<file path="src/ipv4hc_pkg.sv">
// Types and constants shared by the IPv4 header receive check.
`timescale 1ns / 1ps

package ipv4hc_pkg;

  localparam int unsigned CFG_IDX_W  = 4;
  localparam int unsigned CFG_DATA_W = 32;

  localparam logic [5:0]  HDR_MIN    = 6'd20;
  localparam logic [3:0]  IP_VERSION = 4'd4;
  localparam logic [15:0] FRAG_MF    = 16'h2000;
  localparam logic [15:0] FRAG_OFS   = 16'h1fff;
  localparam logic [31:0] BCAST_ALL  = 32'hffff_ffff;

  typedef enum logic [3:0] {
    ST_OK      = 4'd0,
    ST_SHORT   = 4'd1,
    ST_VERSION = 4'd2,
    ST_HDRLEN  = 4'd3,
    ST_TOTLEN  = 4'd4,
    ST_CKSUM   = 4'd5,
    ST_FRAG    = 4'd6,
    ST_NOIFACE = 4'd7,
    ST_NOTMINE = 4'd8,
    ST_NOPROTO = 4'd9
  } status_e;

  typedef enum logic [CFG_IDX_W-1:0] {
    REG_LOCAL_UNICAST = 4'd0,
    REG_LOCAL_NETMASK = 4'd1,
    REG_IFACE_ENABLE  = 4'd2,
    REG_PROTO_MASK    = 4'd3,
    REG_PROTO_TYPE_0  = 4'd4
  } cfg_reg_e;

  typedef struct packed {
    logic [7:0]  data_byte;
    logic [15:0] frame_len;
    logic        last_byte;
  } in_t;

  typedef struct packed {
    status_e     status;
    logic [1:0]  handler_slot;
    logic [7:0]  protocol;
    logic [31:0] src_addr;
    logic [31:0] dst_addr;
    logic [5:0]  header_len;
    logic [15:0] payload_len;
  } out_t;

  typedef struct packed {
    logic                  we;
    logic [CFG_IDX_W-1:0]  idx;
    logic [CFG_DATA_W-1:0] wdata;
  } cfg_wr_t;

endpackage

</file>
<file path="src/ipv4hc_parse.sv">
// Per-byte header capture, checksum accumulation and verdict logic.
`timescale 1ns / 1ps

module ipv4hc_parse import ipv4hc_pkg::*; #(
  parameter int unsigned PROTO_SLOTS = 4
) (
  input  logic    clk_i,
  input  logic    rst_ni,
  input  cfg_wr_t cfg_i,
  input  logic    fire_i,
  input  in_t     in_i,
  output logic    res_valid_o,
  output out_t    res_o
);

  localparam logic [5:0] POS_TL_HI = 6'd2;
  localparam logic [5:0] POS_TL_LO = 6'd3;
  localparam logic [5:0] POS_FR_HI = 6'd6;
  localparam logic [5:0] POS_FR_LO = 6'd7;
  localparam logic [5:0] POS_PROTO = 6'd9;

  logic [31:0] unicast_q, netmask_q;
  logic        iface_en_q;
  logic [3:0]  proto_mask_q;
  logic [7:0]  proto_type_q [PROTO_SLOTS];

  logic [5:0]  byte_cnt_q, byte_cnt_d;
  logic        sent_q, sent_d;
  logic [15:0] flen_q, flen_d;
  logic [7:0]  ver_q, ver_d;
  logic [15:0] tlen_q, tlen_d;
  logic [15:0] frag_q, frag_d;
  logic [7:0]  proto_q, proto_d;
  logic [31:0] src_q, src_d;
  logic [31:0] dst_q, dst_d;
  logic [15:0] acc_q, acc_d;
  logic [7:0]  hb_q, hb_d;

  logic        first;
  logic [7:0]  d;
  logic [16:0] sum;
  logic [5:0]  hlen;
  logic [31:0] bcast;
  logic        decided;
  status_e     status;
  logic        hit;
  logic [1:0]  slot;

  // configuration registers
  always_ff @(posedge clk_i or negedge rst_ni) begin
    if (!rst_ni) begin
      unicast_q    <= '0;
      netmask_q    <= '0;
      iface_en_q   <= 1'b0;
      proto_mask_q <= '0;
      for (int k = 0; k < PROTO_SLOTS; k++) proto_type_q[k] <= '0;
    end else if (cfg_i.we) begin
      case (cfg_i.idx)
        REG_LOCAL_UNICAST: unicast_q    <= cfg_i.wdata;
        REG_LOCAL_NETMASK: netmask_q    <= cfg_i.wdata;
        REG_IFACE_ENABLE:  iface_en_q   <= cfg_i.wdata[0];
        REG_PROTO_MASK:    proto_mask_q <= cfg_i.wdata[3:0];
        default: begin
          for (int k = 0; k < PROTO_SLOTS; k++) begin
            if (cfg_i.idx == CFG_IDX_W'(REG_PROTO_TYPE_0) + CFG_IDX_W'(k))
              proto_type_q[k] <= cfg_i.wdata[7:0];
          end
        end
      endcase
    end
  end

  // field capture and checksum
  always_comb begin
    d     = in_i.data_byte;
    first = (byte_cnt_q == '0);

    flen_d  = first ? in_i.frame_len : flen_q;
    ver_d   = first ? d : ver_q;
    tlen_d  = first ? '0 : tlen_q;
    frag_d  = first ? '0 : frag_q;
    proto_d = first ? '0 : proto_q;
    src_d   = first ? '0 : src_q;
    dst_d   = first ? '0 : dst_q;
    acc_d   = first ? '0 : acc_q;
    hb_d    = first ? '0 : hb_q;

    case (byte_cnt_q)
      POS_TL_HI: tlen_d[15:8] = d;
      POS_TL_LO: tlen_d[7:0]  = d;
      POS_FR_HI: frag_d[15:8] = d;
      POS_FR_LO: frag_d[7:0]  = d;
      POS_PROTO: proto_d      = d;
      default: begin
        if (byte_cnt_q inside {[6'd12:6'd15]}) src_d = {src_q[23:0], d};
        else if (byte_cnt_q inside {[6'd16:6'd19]}) dst_d = {dst_q[23:0], d};
      end
    endcase

    sum = '0;
    if (!byte_cnt_q[0]) begin
      hb_d = d;
    end else begin
      sum   = {1'b0, acc_q} + {1'b0, hb_q, d};
      acc_d = sum[15:0] + {15'd0, sum[16]};
    end
  end

  // verdict
  always_comb begin
    hlen    = {ver_d[3:0], 2'b00};
    bcast   = (unicast_q & netmask_q) | ~netmask_q;
    decided = 1'b0;
    status  = ST_OK;
    hit     = 1'b0;
    slot    = '0;

    for (int k = PROTO_SLOTS - 1; k >= 0; k--) begin
      if (proto_mask_q[k] && proto_type_q[k] == proto_d) begin
        hit  = 1'b1;
        slot = 2'(k);
      end
    end

    if (first) begin
      decided = 1'b1;
      if (flen_d < 16'(HDR_MIN)) status = ST_SHORT;
      else if (ver_d[7:4] != IP_VERSION) status = ST_VERSION;
      else if (hlen < HDR_MIN || 16'(hlen) > flen_d) status = ST_HDRLEN;
      else decided = 1'b0;
    end
    if (!decided && byte_cnt_q == POS_TL_LO) begin
      if (tlen_d > flen_d || tlen_d < 16'(hlen)) begin
        status  = ST_TOTLEN;
        decided = 1'b1;
      end
    end
    if (!decided && (7'(byte_cnt_q) + 7'd1) == 7'(hlen)) begin
      decided = 1'b1;
      if (acc_d != 16'hffff) status = ST_CKSUM;
      else if ((frag_d & (FRAG_MF | FRAG_OFS)) != '0) status = ST_FRAG;
      else if (!iface_en_q) status = ST_NOIFACE;
      else if (dst_d != unicast_q && dst_d != BCAST_ALL && dst_d != bcast)
        status = ST_NOTMINE;
      else if (!hit) status = ST_NOPROTO;
      else status = ST_OK;
    end
    if (!decided && in_i.last_byte) begin
      status  = ST_SHORT;
      decided = 1'b1;
    end
  end

  always_comb begin
    res_valid_o        = fire_i && !sent_q && decided;
    res_o.status       = status;
    res_o.handler_slot = (status == ST_OK) ? slot : '0;
    res_o.protocol     = proto_d;
    res_o.src_addr     = src_d;
    res_o.dst_addr     = dst_d;
    res_o.header_len   = hlen;
    res_o.payload_len  = (status == ST_OK) ? (tlen_d - 16'(hlen)) : '0;

    if (sent_q) begin
      byte_cnt_d = in_i.last_byte ? '0 : byte_cnt_q;
      sent_d     = !in_i.last_byte;
    end else begin
      byte_cnt_d = in_i.last_byte ? '0 : byte_cnt_q + 6'd1;
      sent_d     = !in_i.last_byte && decided;
    end
  end

  always_ff @(posedge clk_i or negedge rst_ni) begin
    if (!rst_ni) begin
      byte_cnt_q <= '0;
      sent_q     <= 1'b0;
      flen_q     <= '0;
      ver_q      <= '0;
      tlen_q     <= '0;
      frag_q     <= '0;
      proto_q    <= '0;
      src_q      <= '0;
      dst_q      <= '0;
      acc_q      <= '0;
      hb_q       <= '0;
    end else if (fire_i) begin
      byte_cnt_q <= byte_cnt_d;
      sent_q     <= sent_d;
      if (!sent_q) begin
        flen_q  <= flen_d;
        ver_q   <= ver_d;
        tlen_q  <= tlen_d;
        frag_q  <= frag_d;
        proto_q <= proto_d;
        src_q   <= src_d;
        dst_q   <= dst_d;
        acc_q   <= acc_d;
        hb_q    <= hb_d;
      end
    end
  end

endmodule

</file>
<file path="src/ipv4_header_receive_check.sv">
// Top level of the IPv4 header receive check with its two-entry result buffer.
`timescale 1ns / 1ps

// Takes one frame byte per transaction and gives one verdict transaction per
// frame. Every byte is handled in the cycle it is accepted, so a byte can be
// taken in every clock while in_ready_o is high. The verdict is registered,
// in the output or skid register, from the byte that settles it: the first
// byte for short, version and header length errors, byte 3 for total length,
// the last header byte for the remaining checks, or the last frame byte if
// the frame ends early. Bytes after a verdict are dropped up to the end of
// the frame. Results go through an output register backed by a skid register,
// and in_ready_o falls only while both hold a result. Configuration writes
// take effect on the next clock and are meant for idle periods between frames.
module ipv4_header_receive_check import ipv4hc_pkg::*; #(
  parameter int unsigned PROTO_SLOTS = 4
) (
  input  logic                  clk_i,
  input  logic                  rst_ni,
  input  logic                  cfg_we_i,
  input  logic [CFG_IDX_W-1:0]  cfg_idx_i,
  input  logic [CFG_DATA_W-1:0] cfg_wdata_i,
  input  logic                  in_valid_i,
  output logic                  in_ready_o,
  input  in_t                   in_data_i,
  output logic                  out_valid_o,
  input  logic                  out_ready_i,
  output out_t                  out_data_o
);

  cfg_wr_t cfg;
  logic    fire;
  logic    res_valid;
  out_t    res;

  logic    out_valid_q, skid_valid_q;
  out_t    out_q, skid_q;

  assign cfg.we    = cfg_we_i;
  assign cfg.idx   = cfg_idx_i;
  assign cfg.wdata = cfg_wdata_i;

  assign in_ready_o = !skid_valid_q;
  assign fire       = in_valid_i && in_ready_o;

  ipv4hc_parse #(
    .PROTO_SLOTS (PROTO_SLOTS)
  ) u_parse (
    .clk_i       (clk_i),
    .rst_ni      (rst_ni),
    .cfg_i       (cfg),
    .fire_i      (fire),
    .in_i        (in_data_i),
    .res_valid_o (res_valid),
    .res_o       (res)
  );

  always_ff @(posedge clk_i or negedge rst_ni) begin
    if (!rst_ni) begin
      out_valid_q  <= 1'b0;
      skid_valid_q <= 1'b0;
    end else if (!out_valid_q || out_ready_i) begin
      if (skid_valid_q) begin
        out_valid_q  <= 1'b1;
        skid_valid_q <= 1'b0;
      end else begin
        out_valid_q <= res_valid;
      end
    end else if (res_valid) begin
      skid_valid_q <= 1'b1;
    end
  end

  always_ff @(posedge clk_i) begin
    if (!out_valid_q || out_ready_i) begin
      out_q <= skid_valid_q ? skid_q : res;
    end else if (res_valid) begin
      skid_q <= res;
    end
  end

  assign out_valid_o = out_valid_q;
  assign out_data_o  = out_q;

  a_skid_needs_out: assert property (@(posedge clk_i) disable iff (!rst_ni)
    skid_valid_q |-> out_valid_q)
    else $error("skid register full while output register empty");

  a_skid_holds: assert property (@(posedge clk_i) disable iff (!rst_ni)
    skid_valid_q && !out_ready_i |=> skid_valid_q && $stable(skid_q))
    else $error("skid register changed while output stalled");

  a_err_fields_zero: assert property (@(posedge clk_i) disable iff (!rst_ni)
    out_valid_q && out_q.status != ST_OK |->
      out_q.handler_slot == '0 && out_q.payload_len == '0)
    else $error("slot or payload length set on a rejected frame");

endmodule
</file>
<file path="config.mk">
export PLATFORM = sky130hd
export DESIGN_NAME = ipv4_header_receive_check
export DESIGN_NICKNAME = d
export VERILOG_FILES = /design/src/ipv4hc_pkg.sv /design/src/ipv4hc_parse.sv /design/src/ipv4_header_receive_check.sv
export SDC_FILE = /design/constraint.sdc
export NUM_CORES = 1
export LEC_CHECK = 0
export ABC_AREA = 1
export BUFFER_PORTS_ARGS = -buffer_cell sky130_fd_sc_hd__buf_4
export CORE_ASPECT_RATIO = 0.8
export CORE_UTILIZATION = 30
export CTS_CLUSTER_SIZE = 12
export DETAILED_ROUTE_END_ITERATION = 10
export GPL_TIMING_DRIVEN = 0
export PLACE_DENSITY_LB_ADDON = 0.15
export SYNTH_ARGS = -nofsm -noshare
export SYNTH_HDL_FRONTEND = slang
export SYNTH_HIERARCHICAL = 1
export SYNTH_SLANG_ARGS = --single-unit
export TNS_END_PERCENT = 1
</file>
<file path="constraint.sdc">
create_clock -name clk_i -period 28.2 [get_ports clk_i]
set_input_delay 2.82 -clock clk_i [delete_from_list [all_inputs] [get_ports clk_i]]
set_output_delay 2.82 -clock clk_i [all_outputs]
set_load 0.01 [all_outputs]
</file>
==> impl_results.rst, run 1 <==
.. list-table::
   :header-rows: 1

   * - Metric
     - Value
   * - Leading cell type in the layout, fill and taps excluded
     - nand2_1
   * - Yosys cell types
     - 52
   * - Max_cap viols
     - 0
   * - Worst rel slew slack
     - 29.04%
   * - Via count
     - 20.55k
   * - Number of resized instances in the post-cts repair step
     - 0
   * - Fin area
     - 28,570 sq um
   * - Worst slew pin tran
     - 1.053 ns
   * - Data arrival time of the critical path
     - 8.05 ns
   * - Maximum vdd drop
     - 0.00004831 V
   * - Commonest cells after routing, fill and taps aside
     - nand2_1, inv_1, o21ai_0
   * - Fillers
     - 8,266
   * - Clock Pin Slew Worst Setup and Hold Paths
     - 0.06 ns
   * - Leakage component of the power
     - 13.59 nW
   * - Worst EP required
     - 28.52 ns
   * - Cell row count
     - 92
   * - Setup Viol. Count Final
     - 0
   * - Smallest hold slack
     - 0.4801 ns
   * - Number of flip-flops and latches in the synthesized netlist
     - 460
   * - Number of hold-repair buffers added at the cts stage
     - 0
   * - Global-route usage over all layers
     - 19.52%
   * - Total Wirelength
     - 80,540 um
   * - Count of warnings emitted by yosys
     - 6
   * - Count of pins on the block boundary
     - 168
   * - CTS tree
     - built
   * - Sequential fraction of the synthesis area
     - 51.97%
   * - Fraction of registers with async set/reset
     - 56.52%
   * - Effective utilization at floorplan
     - 30.45%
   * - Die H
     - 255.4 um
   * - Drc violations
     - 0
   * - Skew final
     - 0.02473 ns
   * - Clock H-tree levels
     - 2
   * - Sinks on the clock net
     - 460
   * - Post-detailed-route wirelength per cell
     - 18.83 um
   * - Post-route setup TNS
     - 0 ns
   * - Die footprint
     - 81,400 sq um
   * - Via-to-Cell Ratio
     - 4.806
   * - Kind of end point of the critical path
     - flop
   * - Startpoint types
     - flop
   * - First-pass GRT wire length
     - 121,600 um
   * - Register-to-register path setup slack
     - 20.47 ns
   * - Count of input and output buffers
     - 167
   * - Post-route clock period utilization
     - 27.41%
   * - Initial DRC count
     - 1,933
   * - Worst Path Max Fanout
     - 32
   * - Number of global-route vias before repair
     - 19.23k
   * - Core box area
     - 79,080 sq um
   * - Area Overhead vs Synth
     - 18.68%
   * - RSZ-0062 raised after global routing
     - false
   * - Pin count of the biggest net entering global routing
     - 99
   * - Upper clock frequency limit
     - 0.1294 GHz
   * - PwrDens
     - 98.53 nW/um^2
   * - Net total in the final layout
     - 3,312
   * - Cell Area, Synth
     - 24,080 sq um
   * - Post-detailed-placement cell area
     - 26,820 sq um
   * - Total setup buffers inserted after CTS
     - 0
   * - Routability Congestion
     - 0.8744
   * - Worst min path class
     - reg2reg
   * - Maximum clock path buffer count
     - 3
   * - First-pass DRT Iterations
     - 6
   * - Clock network latency to the later pin of the worst-skew pair
     - 0.63 ns
   * - Half-perimeter wire length after detailed placement
     - 59,680 um
   * - Synth Flop Type
     - dfrtp_1
   * - Number of antenna violations at the first check in global routing
     - 2
   * - Number of slew-limit violations in the final report
     - 0
   * - Share of post-route cells with drive strength above 1
     - 11.26%
   * - Remaining global-route overflow
     - 0
   * - Critical path's slowest cell
     - buf_1
   * - Period minus WS final
     - 7.729 ns
   * - Outcome
     - finished, final reports clean
   * - Setup Crit Path Kind
     - reg2reg
   * - Cts bufs inserted
     - 53
   * - Gate count after technology mapping
     - 2,967
   * - Die Wd
     - 318.7 um
   * - Largest stage delay on the critical path
     - 0.51 ns
   * - Count of flip-flops with a built-in enable after synthesis
     - 200
   * - Number of endpoints with negative hold slack in the final report
     - 0
   * - Clk root buf
     - clkbuf_16
   * - Average cell area after synthesis
     - 8.115 sq um
   * - Detail Route Antenna Nets
     - 0
kinds of logic (layout without fill, tap and decap cells):
logic type,count (synthesis),count (layout),share of synthesized area [%]
flip-flops,460,460,51.97
XOR/XNOR,28,28,1.019
buffers and inverters,429,702,7.525
other,1,3,0.01558
AND/OR/NAND/NOR,1608,1608,28.06
adder cells (fa/ha/maj),49,49,2.609
multiplexers,6,6,0.2495
AO/OA/AOI/OAI,386,386,8.554
registers in the layout, summed over array words and instances, names as in the netlist, 6 cells and up:
| signal | cells |
|---|---|
| u_parse/byte_cnt_q | 6 |
| u_parse/netmask_q | 32 |
| u_parse/tlen_q | 16 |
| u_parse/ver_q | 8 |
| u_parse/proto_type_q | 32 |
| u_parse/src_q | 32 |
| u_parse/proto_q | 8 |
| u_parse/flen_q | 16 |
| u_parse/dst_q | 32 |
| u_parse/hb_q | 8 |
| skid_q | 100 |
| u_parse/acc_q | 16 |
| u_parse/frag_q | 14 |
| out_data_o | 100 |
| u_parse/unicast_q | 32 |
power by group:
| part | switching (W) | internal [W] |
|---|---|---|
| combinational | 0.000767 | 0.000380 |
| sequential | 0.0000770 | 0.000885 |
| clock | 0.000294 | 0.000412 |
area by class of cell:
type                       count  area, sq um  area share (%)
timing repair buffer         174         1431           5.009
tap                         1034         1294           4.528
inverter                     311         1167           4.085
clock inverter                24        312.8           1.095
multi-input combinational   2079         9772           34.20
buffer                       118        644.4           2.255
clock buffer                  75         1439           5.035
sequential                   460        12510           43.79
antenna                        1        2.502        0.008757
routing by layer:
| layer | wire (um) | part of all wire [%] | track usage (%) |
|---|---|---|---|
| met1 | 41090 | 51 | 29.99 |
| met2 | 33370 | 41 | 28.46 |
| met3 | 4555 | 5.7 | 3.020 |
| met4 | 1512 | 1.9 | 4.348 |
| met5 | 11 | 0.014 | 0 |
Yosys cell counts, types with 22 or more instances:
library cell / instances / share of area, %
a21oi_1: 30 / 0.62
a31oi_1: 23 / 0.60
buf_4: 28 / 0.87
clkbuf_1: 54 / 0.84
dfrtp_1: 260 / 27
edfxtp_1: 200 / 25
ha_1: 47 / 2.4
inv_1: 300 / 4.7
nand2_1: 1123 / 18
nand3_1: 222 / 4.6
nand4_1: 56 / 1.5
nor2_1: 135 / 2.1
o21ai_0: 275 / 5.7
xor2_1: 22 / 0.80
final timing paths:
kind,from,to,depth (start not counted)
max reg2reg,u_parse/byte_cnt_q[0],skid_q[49],30
min in group asynchronous,rst_ni,u_parse/unicast_q[28],1
max,u_parse/byte_cnt_q[0],skid_q[49],30
min reg2reg,u_parse/frag_q[7],u_parse/frag_q[7],2
min,u_parse/frag_q[7],u_parse/frag_q[7],2
max in group asynchronous,rst_ni,u_parse/proto_type_q[14],3
metrics by stage:
step	setup slack [ns]	total power, W	util, %	cells
after detailed placement	20.03	0.002123	33.92	4176
after floorplan	18.08	0.001705	-	2968
after global placement	10.51	0.002122	33.67	4169
final	20.47	0.002816	36.13	4276
after global routing	20.01	0.003015	36.13	4275
after CTS	20.54	0.002845	36.13	4275
worst max-delay path, delay by kind of cell, from the launching register on:
| family | cells | cell delay (ns) |
|---|---|---|
| buffers and inverters | 14 | 3.78 |
| AOI/OAI and AO/OA | 3 | 0.50 |
| DFF | 1 | 0.42 |
| and+or+nand+nor | 11 | 2.00 |
| adders and majority gates | 2 | 0.63 |
(Power assumes the default switching activity.)
==> inputs of run 2 (changes only) <==
--- a/config.mk
+++ b/config.mk
@@ -5,7 +5,7 @@
 export SDC_FILE = /design/constraint.sdc
 export NUM_CORES = 1
 export LEC_CHECK = 0
-export ABC_AREA = 1
+export ABC_AREA = 0
 export BUFFER_PORTS_ARGS = -buffer_cell sky130_fd_sc_hd__buf_4
 export CORE_ASPECT_RATIO = 0.8
 export CORE_UTILIZATION = 30
==> constraint.sdc (replaced) <==
create_clock -name clk_i -period 7.7 [get_ports clk_i]
set_input_delay 0.77 -clock clk_i [delete_from_list [all_inputs] [get_ports clk_i]]
set_output_delay 0.77 -clock clk_i [all_outputs]
set_load 0.01 [all_outputs]
==> impl_results.rst, run 2 <==
.. list-table::
   :header-rows: 1

   * - Metric
     - Value
   * - Outcome
     - finished, final reports clean
   * - Die H
     - 252.0 um
   * - Count of flip-flops with a built-in enable after synthesis
     - 200
   * - Sinks on the clock net
     - 456
   * - Number of endpoints with negative hold slack in the final report
     - 0
   * - Routability Congestion
     - 0.8923
   * - Upper clock frequency limit
     - 0.1472 GHz
   * - Sequential fraction of the synthesis area
     - 52.98%
   * - Fraction of synthesized cell area taken by the top area cell type
     - 27.34%
   * - Post-route setup TNS
     - 0 ns
   * - First-pass DRT Iterations
     - 5
   * - Post-route clock period utilization
     - 88.23%
   * - Number of flip-flops and latches in the synthesized netlist
     - 456
   * - Die Wd
     - 314.4 um
   * - Most common cell in the netlist
     - nand2_1
   * - Setup Crit Path Kind
     - reg2reg
   * - Pin count of the biggest net entering global routing
     - 114
   * - Cell row count
     - 91
   * - Worst min path class
     - in2async
   * - CTS tree
     - built
   * - Yosys cell types
     - 84
   * - Setup slack of the critical path after layout
     - 0.9065 ns
   * - Count of warnings emitted by yosys
     - 6
   * - Startpoint types
     - flop
   * - Setup Viol. Count Final
     - 0
   * - Cts bufs inserted
     - 53
   * - Cell family with the largest share of critical-path delay
     - buffers and inverters
   * - Max_cap viols
     - 0
   * - Half-perimeter wire length after detailed placement
     - 56,900 um
   * - Critical path's slowest cell
     - nor2_4
   * - Most area-hungry cell type in the Yosys netlist
     - dfrtp_1
   * - Effective utilization at floorplan
     - 30.35%
   * - Synth Flop Type
     - dfrtp_1
   * - Number of resized instances in the post-cts repair step
     - 0
   * - Via-to-Cell Ratio
     - 5.259
   * - Die footprint
     - 79,220 sq um
   * - Final std cells w/o fill
     - 3,396
   * - Largest stage delay on the critical path
     - 0.54 ns
   * - Clock network latency to the later pin of the worst-skew pair
     - 0.63 ns
   * - Sequence of cells on the critical path
     - clkbuf_8 > inv_2 > clkbuf_8 > ha_4 > nor2b_1 > nand2_1 > clkbuf_2 > clkbuf_2 > buf_2 > a21boi_1 > ha_1 > a21o_1 > a21o_1 > nor2_2 > and3_1 > o21ai_1 > nand2b_1 > o21ai_1 > a21oi_1 > inv_1 > nor2_4 > buf_12 > buf_12
   * - Leading cell type in the layout, fill and taps excluded
     - nand2_1
   * - Leakage component of the power
     - 11.78 nW
   * - RSZ-0062 raised after global routing
     - false
   * - Number of hold-repair buffers added at the cts stage
     - 0
   * - First-pass GRT wire length
     - 113,800 um
   * - Worst rel slew slack
     - 6.625%
   * - Cell Area, Synth
     - 23,430 sq um
   * - Data arrival time of the critical path
     - 7.10 ns
   * - DP Cell Count
     - 3,298
   * - Count of input and output buffers
     - 166
   * - Remaining global-route overflow
     - 0
   * - Number of global-route vias before repair
     - 17.37k
   * - Maximum clock path buffer count
     - 3
   * - Global-route usage over all layers
     - 19.06%
   * - Leading post-synthesis cells by instance count
     - nand2_1, dfrtp_1, edfxtp_1, mux2_2, nor2_1
   * - Largest cells by area after synthesis
     - dfrtp_1, edfxtp_1, mux2_2
   * - Number of antenna violations at the first check in global routing
     - 1
   * - Area Overhead vs Synth
     - 19.62%
   * - Period minus WS final
     - 6.794 ns
   * - Via count
     - 17.86k
   * - Count of pins on the block boundary
     - 168
   * - Maximum vdd drop
     - 0.0001603 V
   * - Core box area
     - 77,200 sq um
   * - Commonest cells after routing, fill and taps aside
     - nand2_1, dfrtp_1, mux2_2, edfxtp_1, buf_4
   * - Post-Place Worst Slack
     - 0.7915 ns
   * - Initial DRC count
     - 1,446
   * - PwrDens
     - 371.9 nW/um^2
   * - Gate count after technology mapping
     - 2,102
   * - Share of post-route cells with drive strength above 1
     - 22.38%
   * - Worst EP required
     - 8.00 ns
   * - Worst slew pin tran
     - 1.401 ns
   * - Clock H-tree levels
     - 2
   * - Detail Route Antenna Nets
     - 0
   * - Skew final
     - 0.05431 ns
   * - Post-detailed-route wirelength per cell
     - 22.49 um
   * - Worst Path Max Fanout
     - 33
   * - Drc violations
     - 0
   * - Clock Pin Slew Worst Setup and Hold Paths
     - 0.06 ns
   * - Total Wirelength
     - 76,390 um
   * - Average cell area after synthesis
     - 11.15 sq um
   * - Total setup buffers inserted after CTS
     - 0
   * - Fraction of registers with async set/reset
     - 56.14%
   * - Kind of end point of the critical path
     - flop
   * - Sum of buffers and inverters on the critical path
     - 9
   * - Net total in the final layout
     - 2,445
   * - Number of slew-limit violations in the final report
     - 0
   * - Antenna diode instance count
     - 0
   * - Clk root buf
     - clkbuf_16
[run 2: where the power goes]
| group | internal (W) | switching (W) |
|---|---|---|
| combinational | 0.00164 | 0.00245 |
| clock | 0.00155 | 0.00106 |
| sequential | 0.00333 | 0.000402 |
[run 2: area by class of cell]
type,count,area [sq um]
sequential,456,12410
buffer,120,633.1
inverter,59,221.5
fill,7734,49170
multi-input combinational,1468,10290
timing repair buffer,172,1396
clock buffer,70,1431
tap,1023,1280
clock inverter,28,361.6
[run 2: worst reg2reg max path, stage by stage (launching register included)]
cell,delay [ns]
dfrtp_1,0.43
clkbuf_8,0.20
inv_2,0.07
clkbuf_8,0.17
ha_4,0.19
nor2b_1,0.44
nand2_1,0.38
clkbuf_2,0.40
clkbuf_2,0.37
buf_2,0.33
a21boi_1,0.45
ha_1,0.35
a21o_1,0.19
a21o_1,0.22
nor2_2,0.21
and3_1,0.19
o21ai_1,0.12
nand2b_1,0.25
o21ai_1,0.12
a21oi_1,0.24
inv_1,0.10
nor2_4,0.54
buf_12,0.27
buf_12,0.26
[run 2: cell families after synthesis]
| group | share of synthesized area, % |
|---|---|
| other cells | 0.01601 |
| fa+ha+maj | 2.681 |
| simple gates | 13.58 |
| buf+inv | 3.434 |
| xor+xnor | 4.374 |
| mux | 10.38 |
| compound gates | 12.56 |
| flops | 52.98 |
[run 2: path summary, 6_finish.rpt]
path	start	to	slack, ns	cells past startpoint
min in group clk_i	cfg_wdata_i[22]	u_parse/unicast_q[22]	0.38	2
min reg2reg	u_parse/flen_q[13]	u_parse/flen_q[13]	0.48	2
max in group asynchronous	rst_ni	u_parse/hb_q[5]	6.68	2
min	rst_ni	u_parse/netmask_q[18]	0.02	1
max reg2reg	u_parse/byte_cnt_q[0]	skid_q[53]	0.91	23
max	u_parse/byte_cnt_q[0]	skid_q[53]	0.91	23
[run 2: per-stage QoR]
step | hold WS [ns] | total power, W | util, % | instance area, sq um
5_1_grt | 0.03382 | 0.01104 | 36.30 | 28020
6_report | 0.02119 | 0.01042 | 36.30 | 28020
2_1_floorplan | 0.4467 | 0.006356 | - | 23530
3_3_place_gp | 0.4620 | 0.007816 | 33.75 | 26060
4_1_cts | 0.01478 | 0.01050 | 36.29 | 28010
3_5_place_dp | 0.4638 | 0.007843 | 33.97 | 26220
[run 2: per-layer routing]
layer	part of all wire [%]	global-route usage (%)	wire (um)
met5	0	0	0
met4	2.0	4.743	1526
met3	4.8	2.466	3691
met2	42	27.63	32440
met1	51	29.53	38730
